<file path="config.mk">
export PLATFORM = sky130hd
export DESIGN_NAME = canonical_decimal_u64_parser
export DESIGN_NICKNAME = d
export VERILOG_FILES = /design/src/sv/cdp_pkg.sv /design/src/sv/cdp_in_reg.sv /design/src/sv/cdp_parse_core.sv /design/src/sv/cdp_out_reg.sv /design/src/sv/canonical_decimal_u64_parser.sv
export VERILOG_INCLUDE_DIRS = /design/src /design/src/sv
export SDC_FILE = /design/constraint.sdc
export NUM_CORES = 1
export LEC_CHECK = 0
export BUFFER_PORTS_ARGS = -buffer_cell sky130_fd_sc_hd__buf_2
export CAP_MARGIN = 20
export CORE_ASPECT_RATIO = 2
export CORE_MARGIN = 3
export CORE_UTILIZATION = 56
export DETAILED_ROUTE_END_ITERATION = 12
export GPL_TIMING_DRIVEN = 0
export PLACE_DENSITY = 0.78
export RECOVER_POWER = 50
export SYNTH_ARGS = -nofsm -noshare
export SYNTH_HDL_FRONTEND = slang
export SYNTH_SLANG_ARGS = --single-unit
</file>
<file path="constraint.sdc">
create_clock -name clk -period 3.9 [get_ports clk]
set_input_delay 0.39 -clock clk [delete_from_list [all_inputs] [get_ports clk]]
set_output_delay 0.39 -clock clk [all_outputs]
set_load 0.005 [all_outputs]
</file>
<file path="src/sv/canonical_decimal_u64_parser_assert.svh">
// Assertion macros shared by the parser RTL.
`ifndef CANONICAL_DECIMAL_U64_PARSER_ASSERT_SVH
`define CANONICAL_DECIMAL_U64_PARSER_ASSERT_SVH

`ifndef SYNTHESIS
// Clocked check, disabled while rst_n is low.
`define CDP_ASSERT(lbl, prop, msg) \
  lbl: assert property (@(posedge clk) disable iff (!rst_n) prop) else $error(msg);
// Clocked check that also holds during reset.
`define CDP_ASSERT_ALWAYS(lbl, prop, msg) \
  lbl: assert property (@(posedge clk) prop) else $error(msg);
`else
`define CDP_ASSERT(lbl, prop, msg)
`define CDP_ASSERT_ALWAYS(lbl, prop, msg)
`endif

`endif

</file>
<file path="src/sv/cdp_pkg.sv">
`default_nettype none
package cdp_pkg;

  localparam int CHAR_W  = 8;
  localparam int CNT_W   = 5;
  localparam int VAL_W   = 64;
  localparam int MAX_LEN = 20;
  localparam int OUT_W   = 72;

  localparam logic [CHAR_W-1:0] CHAR_ZERO = 8'h30;
  localparam logic [CHAR_W-1:0] CHAR_NINE = 8'h39;

  typedef enum logic [1:0] {
    STATUS_OK       = 2'd0,
    STATUS_NONCANON = 2'd1,
    STATUS_RANGE    = 2'd2
  } cdp_status_t;

  typedef struct packed {
    logic [CHAR_W-1:0] character;
    logic              last;
    logic              empty_string;
  } cdp_item_t;

  typedef struct packed {
    logic [VAL_W-1:0] acc;
    logic [CNT_W-1:0] cnt;
    logic             lz_seen;
    logic             nd_found;
    logic [CNT_W-1:0] nd_off;
    logic             ov_found;
    logic [CNT_W-1:0] ov_off;
  } cdp_state_t;

  typedef struct packed {
    logic [VAL_W-1:0] parsed_value;
    logic             offset_valid;
    logic [CNT_W-1:0] error_offset;
    cdp_status_t      status;
  } cdp_result_t;

endpackage
`default_nettype wire

</file>
<file path="src/sv/cdp_in_reg.sv">
`default_nettype none
module cdp_in_reg
  import cdp_pkg::*;
(
  input  wire logic              clk,
  input  wire logic              rst_n,
  input  wire logic              in_tvalid,
  output logic                   in_tready,
  input  wire logic [CHAR_W-1:0] in_tdata,   // [7:0] character
  input  wire logic              in_tlast,
  input  wire logic              in_tuser,   // [0] empty_string
  input  wire logic              advance,
  output logic                   item_valid,
  output cdp_item_t              item
);

  logic      valid_r, valid_nxt;
  cdp_item_t item_r;

  assign in_tready = !valid_r || advance;

  always_comb begin
    valid_nxt = valid_r;
    if (in_tvalid && in_tready) begin
      valid_nxt = 1'b1;
    end else if (advance) begin
      valid_nxt = 1'b0;
    end
  end

  always_ff @(posedge clk) begin
    if (!rst_n) begin
      valid_r <= 1'b0;
    end else begin
      valid_r <= valid_nxt;
    end
  end

  always_ff @(posedge clk) begin
    if (in_tvalid && in_tready) begin
      item_r.character    <= in_tdata;
      item_r.last         <= in_tlast;
      item_r.empty_string <= in_tuser;
    end
  end

  assign item_valid = valid_r;
  assign item       = item_r;

endmodule
`default_nettype wire

</file>
<file path="src/sv/cdp_parse_core.sv">
`default_nettype none
module cdp_parse_core
  import cdp_pkg::*;
(
  input  wire logic      clk,
  input  wire logic      rst_n,
  input  wire logic      fire,
  input  wire cdp_item_t item,
  output cdp_result_t    result
);

`include "canonical_decimal_u64_parser_assert.svh"

  localparam logic [CNT_W-1:0] MAX_LEN_C = CNT_W'(MAX_LEN);
  localparam logic [CNT_W-1:0] ONE_C     = CNT_W'(1);

  cdp_state_t        st_r, st_nxt, ns;
  logic              take, inspect, is_digit;
  logic [3:0]        digit;
  logic [VAL_W+3:0]  prod;
  logic              ovf;

  // acc*10 + d; any bit from 64 up means overflow
  always_comb begin
    take     = !item.empty_string;
    inspect  = take && (st_r.cnt < MAX_LEN_C);
    is_digit = (item.character >= CHAR_ZERO) && (item.character <= CHAR_NINE);
    digit    = 4'(item.character - CHAR_ZERO);
    prod     = {1'b0, st_r.acc, 3'b000} + {3'b000, st_r.acc, 1'b0}
             + {(VAL_W)'(0), digit};
    ovf      = |prod[VAL_W+3:VAL_W];
  end

  always_comb begin
    ns = st_r;
    if (inspect && (st_r.cnt == '0) && (item.character == CHAR_ZERO)) begin
      ns.lz_seen = 1'b1;
    end
    if (inspect && !is_digit && !st_r.nd_found) begin
      ns.nd_found = 1'b1;
      ns.nd_off   = st_r.cnt;
    end
    if (inspect && is_digit && !st_r.ov_found) begin
      if (ovf) begin
        ns.ov_found = 1'b1;
        ns.ov_off   = st_r.cnt;
      end else begin
        ns.acc = prod[VAL_W-1:0];
      end
    end
    if (take && (st_r.cnt <= MAX_LEN_C)) begin
      ns.cnt = st_r.cnt + ONE_C;
    end
  end

  always_comb begin
    result.parsed_value = '0;
    result.offset_valid = 1'b1;
    result.error_offset = '0;
    result.status       = STATUS_OK;
    if (ns.cnt == '0) begin
      result.status = STATUS_NONCANON;
    end else if (ns.cnt > MAX_LEN_C) begin
      result.status       = STATUS_RANGE;
      result.error_offset = MAX_LEN_C;
    end else if (ns.lz_seen && (ns.cnt != ONE_C)) begin
      result.status       = STATUS_NONCANON;
      result.error_offset = ONE_C;
    end else if (ns.nd_found) begin
      result.status       = STATUS_NONCANON;
      result.error_offset = ns.nd_off;
    end else if (ns.ov_found) begin
      result.status       = STATUS_RANGE;
      result.error_offset = ns.ov_off;
    end else begin
      result.offset_valid = 1'b0;
      result.parsed_value = ns.acc;
    end
  end

  // string closes -> back to the cleared state
  always_comb begin
    st_nxt = st_r;
    if (fire) begin
      st_nxt = item.last ? '0 : ns;
    end
  end

  always_ff @(posedge clk) begin
    if (!rst_n) begin
      st_r <= '0;
    end else begin
      st_r <= st_nxt;
    end
  end

  `CDP_ASSERT(a_cnt_bound, (st_r.cnt <= MAX_LEN_C + ONE_C), "char count past saturation")
  `CDP_ASSERT(a_clear_after_last, (fire && item.last |=> (st_r == '0)), "state not cleared")
  `CDP_ASSERT(a_off_bound, (st_r.nd_off < MAX_LEN_C && st_r.ov_off < MAX_LEN_C), "offset range")

endmodule
`default_nettype wire

</file>
<file path="src/sv/cdp_out_reg.sv">
`default_nettype none
module cdp_out_reg
  import cdp_pkg::*;
(
  input  wire logic             clk,
  input  wire logic             rst_n,
  input  wire logic             load,
  input  wire cdp_result_t      result,
  output logic                  can_load,
  output logic                  out_tvalid,
  input  wire logic             out_tready,
  output logic [OUT_W-1:0]      out_tdata  // status, error_offset, offset_valid, parsed_value
);

  logic        valid_r, valid_nxt;
  cdp_result_t data_r;

  assign can_load = !valid_r || out_tready;

  always_comb begin
    valid_nxt = valid_r;
    if (load) begin
      valid_nxt = 1'b1;
    end else if (out_tready) begin
      valid_nxt = 1'b0;
    end
  end

  always_ff @(posedge clk) begin
    if (!rst_n) begin
      valid_r <= 1'b0;
    end else begin
      valid_r <= valid_nxt;
    end
  end

  always_ff @(posedge clk) begin
    if (load) begin
      data_r <= result;
    end
  end

  assign out_tvalid = valid_r;
  assign out_tdata  = OUT_W'(data_r);

endmodule
`default_nettype wire

</file>
<file path="src/sv/canonical_decimal_u64_parser.sv">
`default_nettype none
// A closing item waits in the input register until the output register can load.
// Throughput: one character item per cycle, except that a closing item stalls while
// the output register is full; the multiply-by-ten/add step is combinational.
// Reset: rst_n synchronous, active low; clears the parse state and both valid flags.
module canonical_decimal_u64_parser
  import cdp_pkg::*;
(
  input  wire logic              clk,
  input  wire logic              rst_n,
  input  wire logic              in_tvalid,
  output logic                   in_tready,
  input  wire logic [CHAR_W-1:0] in_tdata,   // [7:0] character
  input  wire logic              in_tlast,
  input  wire logic              in_tuser,   // [0] empty_string
  output logic                   out_tvalid,
  input  wire logic              out_tready,
  output logic [OUT_W-1:0]       out_tdata   // [1:0] status, [6:2] error_offset,
                                             // [7] offset_valid, [71:8] parsed_value
);

`include "canonical_decimal_u64_parser_assert.svh"

  logic        item_valid, advance, can_load;
  cdp_item_t   item;
  cdp_result_t result;

  assign advance = item_valid && (!item.last || can_load);

  cdp_in_reg u_in_reg (
    .clk        (clk),
    .rst_n      (rst_n),
    .in_tvalid  (in_tvalid),
    .in_tready  (in_tready),
    .in_tdata   (in_tdata),
    .in_tlast   (in_tlast),
    .in_tuser   (in_tuser),
    .advance    (advance),
    .item_valid (item_valid),
    .item       (item)
  );

  cdp_parse_core u_core (
    .clk    (clk),
    .rst_n  (rst_n),
    .fire   (advance),
    .item   (item),
    .result (result)
  );

  cdp_out_reg u_out_reg (
    .clk        (clk),
    .rst_n      (rst_n),
    .load       (advance && item.last),
    .result     (result),
    .can_load   (can_load),
    .out_tvalid (out_tvalid),
    .out_tready (out_tready),
    .out_tdata  (out_tdata)
  );

  `CDP_ASSERT(a_result_follows, (advance && item.last |=> out_tvalid), "result missing")
  `CDP_ASSERT(a_fail_fields,
              (out_tvalid && out_tdata[1:0] != STATUS_OK |->
               out_tdata[7] && out_tdata[71:8] == '0), "failure fields")
  `CDP_ASSERT(a_ok_fields,
              (out_tvalid && out_tdata[1:0] == STATUS_OK |->
               !out_tdata[7] && out_tdata[6:2] == '0), "ok fields")
  `CDP_ASSERT_ALWAYS(a_reset_idle, (!$past(rst_n) |-> !out_tvalid), "valid after reset")

endmodule
`default_nettype wire

</file>
======== Word level (Yosys, flattened, before mapping) ========
Index checks and enable logic that the tools add are counted.
cells by class
  shift-type cells ........................ 0
  $add $sub $neg .......................... 4
  $mul .................................... 0
  order comparisons ....................... 5
  equality and inequality tests ........... 2
  reductions and logical operators ........ 32
  bitwise gates (word level) .............. 0
  muxes and demuxes ....................... 17
  div/mod/pow operators ................... 0
operators with widths
  cell                   count
  $mux W64               2
  $mux W82               1
  $add A67 B65 Y68       1
  $add A68 B4 Y68        1
  $mux W7                4
  $mux W6                3
  $logic_and A1 B1 Y1    13
  $logic_not A5 Y1       2
  $eq A8 B6 Y1 const B   1
  $ge A8 B6 Y1 const B   1
  $le A8 B6 Y1 const B   1
  $reduce_or A4 Y1       2
  $logic_not A1 Y1       7
  $mux W1                6
  $add A5 B1 Y5 const B  1
  $gt A5 B5 Y1 const B   1
  $le A5 B5 Y1 const B   1
  $lt A5 B5 Y1 const B   1
  $mux W5                1
  $ne A5 B1 Y1 const B   1
  $reduce_or A5 Y1       1
  $reduce_bool A2 Y1     2
  $sub A4 B1 Y4 const B  1
  $logic_or A1 B1 Y1     3
  2 further kinds        2
storage, ports and cells
  bits in read-only memories .............. 0
  register bits after elaboration ......... 166
  logic and storage cells ................. 78
  output and inout bits ................... 74
  bits in latches ......................... 0
  memories ................................ 0
  bits in writable memories ............... 0
  input bits .............................. 14

======== Logic depth before layout (Yosys ltp) ========
  word-level depth ........................ 9
  gate-level depth with buffers ........... 17

======== By module ========
A second synthesis with hierarchy kept.
second synthesis, totals
  cell total of the unflattened synthesis .. 1403
  area total of the unflattened synthesis .. 12670.9 um^2
by module, submodules not included
  module                        cells each  area an instance (um^2)  times used  sequential area each (um^2)
  cdp_parse_core                1309        10083.4                  1           1641.6
  cdp_out_reg                   76          2210.9                   1           2182.1
  cdp_in_reg                    15          357.8                    1           320.3
  canonical_decimal_u64_parser  3           18.8                     1           0.0

======== Worst setup path after synthesis ========
No wires, ideal clock.
  kind .................................... reg-to-reg
  from .................................... reg u_in_reg.item_r, in the netlist u_in_reg.item[5]
  to ...................................... reg u_out_reg.data_r, in the netlist u_out_reg.out_tdata[12], data pin
  arrival time ............................ 3726 ps
  period minus slack after synthesis ...... 3861 ps
  setup time .............................. 136 ps
  stages on the path, launching flop included .. 18
  setup slack ............................. 39 ps
  required time ........................... 3764 ps
  cells stage by stage .................... edfxtp_1 inv_1 fa_1 inv_1 ha_1 a211oi_1 o21bai_1 a211oi_2 nand3b_1 o311ai_2 and3_1 o211ai_1 o221a_2 a21oi_2 or3_4 buf_6 buf_12 nor2_4
between the ends
  cells in the longest elaborated chain, start to end .. 7
  elaborated cells between the ends (all ways) .. 21
RTL lines
  item                                                                     line               RTL
  from (decl)                                                              cdp_in_reg.sv:18   cdp_item_t item_r;
  parallel branches: the longest is 7 deep, another holds $add A68 B4 Y68  -
  to (signal assigned)                                                     cdp_out_reg.sv:39  data_r <= result;
  to (decl)                                                                cdp_out_reg.sv:16  cdp_result_t data_r;
Parallel ways; which one is timed is not known.
A chain may end at the register's enable or synchronous reset.

======== Worst setup path after layout ========
  from .................................... reg u_in_reg.item_r, in the netlist u_in_reg.item[5]
  to ...................................... reg u_out_reg.data_r, in the netlist u_out_reg.out_tdata[29], data pin
The elaborated chain is that of the path after synthesis.

==> metrics <==
outcome finished with violations; failing checks setup timing; Worst path max stage delay 0.57 ns; CP startpoint kind flop; WHS Path Cells 1; Syn Inst Count 1206; Iter 0 DRT Violations 594; most common cell after layout, fill and taps aside ha_1; critical path arrival roughly 4.6 ns; Fin. Hold Viols 0; non-filler cells, final 1630; Die Footprint 22700 um^2; n_diodes 0; count of cell types in the netlist 79; Static Leakage 6.30 nW; Worst slew margin 0.475; routed len/inst about 21 um; Bufs and invs on worst path 5; GR Util All Layers 0.308; Hold WC Path Type in -> reg; simple logic cell fraction of the synthesized area 0.151; initial antenna violation count 0; global-route wire length before repair approximately 54000 um; critical path class reg -> reg; Compound-Gate Fraction of Synth Area 0.208; clk sinks 166; synthesis-to-layout area growth 23.2%; post-synth top area cell edfxtp_1; CP top delay family compound AO/OA/AOI/OAI gates; Routed Antenna Nets 0; CTS buffer count 17; Final period util 1.12; Finished Cell Area 14400 um^2; Syn Area/Cell 9.68 um^2; Yosys warnings 0; Critical Path Fanout Max 6; Via density approximately 6.3; vias post-DR just over 10k; most frequent cells in the layout ha_1, nor2_1, a21oi_1; Placed Instances 1560; Core Area slightly above 20000 um^2; CP Capture Type flop; achievable frequency 230 MHz; post-synthesis mux area share 0.0552; final core occ 0.703; Reg2Reg Depth 18; Async S/R FF share, synth 0; power density cells roughly 270 nW/um^2; CTS Hold Bufs 0; Rows 74; Clock Skews 0.00935 ns; post-synthesis sequential area ratio 0.355; Max Cap Viol 0; Die Ht around 210 um; GP Congestion 1.00; predominant post-synthesis flop cell dfxtp_1; Synth area leaders edfxtp_1, dfxtp_1, ha_1; IO buf count 87; initial core utilization 0.571; final WL between 30000 and 40000 um; Final Critical Period 4.35 ns; slowest CP cell fa_1; setup ws final -0.450 ns; path length in cells of the critical path 18; Adder-Cell Fraction of Synth Area 0.142; largest vdd supply drop about 350 uV; Synth Register Bits between 150 and 200; DPL Wire Length around 25000 um; worst-skew pair later-pin latency roughly 0.45 ns; critical path, cell by cell inv_2 -> fa_1 -> inv_2 -> ha_4 -> a211oi_4 -> o21bai_4 -> a211oi_4 -> nand3b_1 -> o311ai_4 -> and3_4 -> o211ai_1 -> buf_4 -> o221a_4 -> nand3_4 -> buf_12 -> buf_12 -> mux2i_2 -> nor2_1; Post-synth EDFFs 82; layout cell share with drive strength beyond 1 0.210; Synth Net Count 1351; CTS tree yes; Longest Clk Path Bufs 2; max-slew violations 0; setup violators final 140; Layout Nets 1496; RSZ-0062 raised after global routing true; pin slew with the least headroom to its limit 0.780 ns; synthesized area 11700 um^2; Yosys top cell area share 0.211; GRT overflow 0; number of H-tree levels 4; CP required 4.10 ns; Pre-antenna DRT Iters 7; DIE WIDTH about 110 um; placed inst area approximately 12000 um^2; Reg clk slew, reported paths 0.06 ns; Residual DRC 0; largest family of logic cells by synthesized area compound AO/OA/AOI/OAI gates; clock root cell clkbuf_16; Ports 88; Synth Area in XOR/XNOR 0.0458; largest net degree at the start of global routing 73; vias in the first global route 10.6k; DP Worst Slack -1.04 ns
cell type report:
cell class	instances	area (um^2)
Fill cell	1548	6090
Clock inverter	12	178
Inverter	31	119
Clock buffer	20	437
Timing Repair Buffer	129	972
Sequential cell	166	4150
Multi-Input combinational cell	944	7610
Buffer	62	578
Tap cell	266	333
worst paths after layout:
| kind | from | end | slack (ns) |
|---|---|---|---|
| hold / removal | in_tdata[4] | u_in_reg.item[6]$_DFFE_PP_ | 0.11 |
| setup reg to reg | u_in_reg.item[5]$_DFFE_PP_ | u_out_reg.out_tdata[29]$_SDFFCE_PP0P_ | -0.45 |
| setup / recovery | u_in_reg.item[5]$_DFFE_PP_ | u_out_reg.out_tdata[29]$_SDFFCE_PP0P_ | -0.45 |
| hold reg to reg | u_core.st_r[1]$_SDFFE_PN0P_ | u_core.st_r[1]$_SDFFE_PN0P_ | 0.48 |
kinds of logic after synthesis:
kind of cell / Yosys count
multiplexers: 63
buffers and inverters: 96
flip-flops: 166
XOR/XNOR: 61
AND/OR/NAND/NOR: 345
adder cells (fa/ha/maj): 131
AO/OA/AOI/OAI: 344
sequential cells by signal (all words and copies together), names as in the netlist:
| register | cells |
|---|---|
| u_core.st_r | 82 |
| u_out_reg.out_tvalid | 1 |
| u_in_reg.item_valid | 1 |
| u_in_reg.item | 10 |
| u_out_reg.out_tdata | 72 |
cells in the mapped netlist (5+ instances only):
| library cell | count |
|---|---|
| a211oi_1 | 6 |
| a21boi_0 | 5 |
| a21o_1 | 22 |
| a21oi_1 | 90 |
| a22o_1 | 66 |
| a22oi_1 | 6 |
| a31oi_1 | 17 |
| and2_1 | 18 |
| and3_1 | 10 |
| and4_1 | 6 |
| buf_2 | 32 |
| buf_6 | 10 |
| clkbuf_1 | 17 |
| dfxtp_1 | 84 |
| edfxtp_1 | 82 |
| ha_1 | 129 |
| inv_1 | 31 |
| mux2i_1 | 61 |
| nand2_1 | 79 |
| nand2b_1 | 11 |
| nand3_1 | 21 |
| nand4_1 | 30 |
| nor2_1 | 99 |
| nor2_4 | 11 |
| nor2b_1 | 19 |
| nor3_1 | 21 |
| nor4_1 | 6 |
| o211ai_1 | 7 |
| o21a_1 | 10 |
| o21ai_0 | 53 |
| o21bai_1 | 14 |
| o41ai_1 | 5 |
| xnor2_1 | 43 |
| xor2_1 | 18 |
what timing repair did:
action / in CTS / in global routing
gates cloned: 5 / 7
pin swaps: 35 / 30
setup endpoints to repair: 141 / 141
setup buffers: 26 / 4
gates resized for setup: 121 / 61
metal layers:
metal | wire (um) | GRT usage
met1 | 11500 | 0.284
met2 | 19400 | 0.577
met4 | 2870 | 0.247
met3 | 1160 | 0.0469
met5 | 0 | 0
metrics by stage:
| stage | total power [mW] | hold slack, ns | TNS [ns] |
|---|---|---|---|
| 5_1_grt | 3.96 | 0.101 | -60.14 |
| 3_3_place_gp | 2.04 | 0.458 | -125.23 |
| 2_1_floorplan | 1.99 | 0.441 | 0 |
| 3_5_place_dp | 2.05 | 0.463 | -127.08 |
| 6_report | 3.87 | 0.113 | -48.56 |
| 4_1_cts | 3.88 | 0.0898 | -39.12 |
power breakdown:
group          leakage [nW]  internal, mW  switching, mW
Clock                 0.287          1.07          0.721
Combinational          4.49         0.101          0.128
Sequential             1.53          1.84        0.00999
Total                  6.30          3.01          0.859
worst register-to-register path, delay by kind of cell (launching register included):
| kind | cells | cell delay [ns] |
|---|---|---|
| multiplexers | 1 | 0.24 |
| adder cells (fa/ha/maj) | 2 | 0.79 |
| AO/OA/AOI/OAI | 6 | 1.29 |
| AND/OR/NAND/NOR | 4 | 0.69 |
| flip-flops | 1 | 0.47 |
| buffers and inverters | 5 | 0.64 |
No activity file was read; power rests on OpenSTA's default activity.
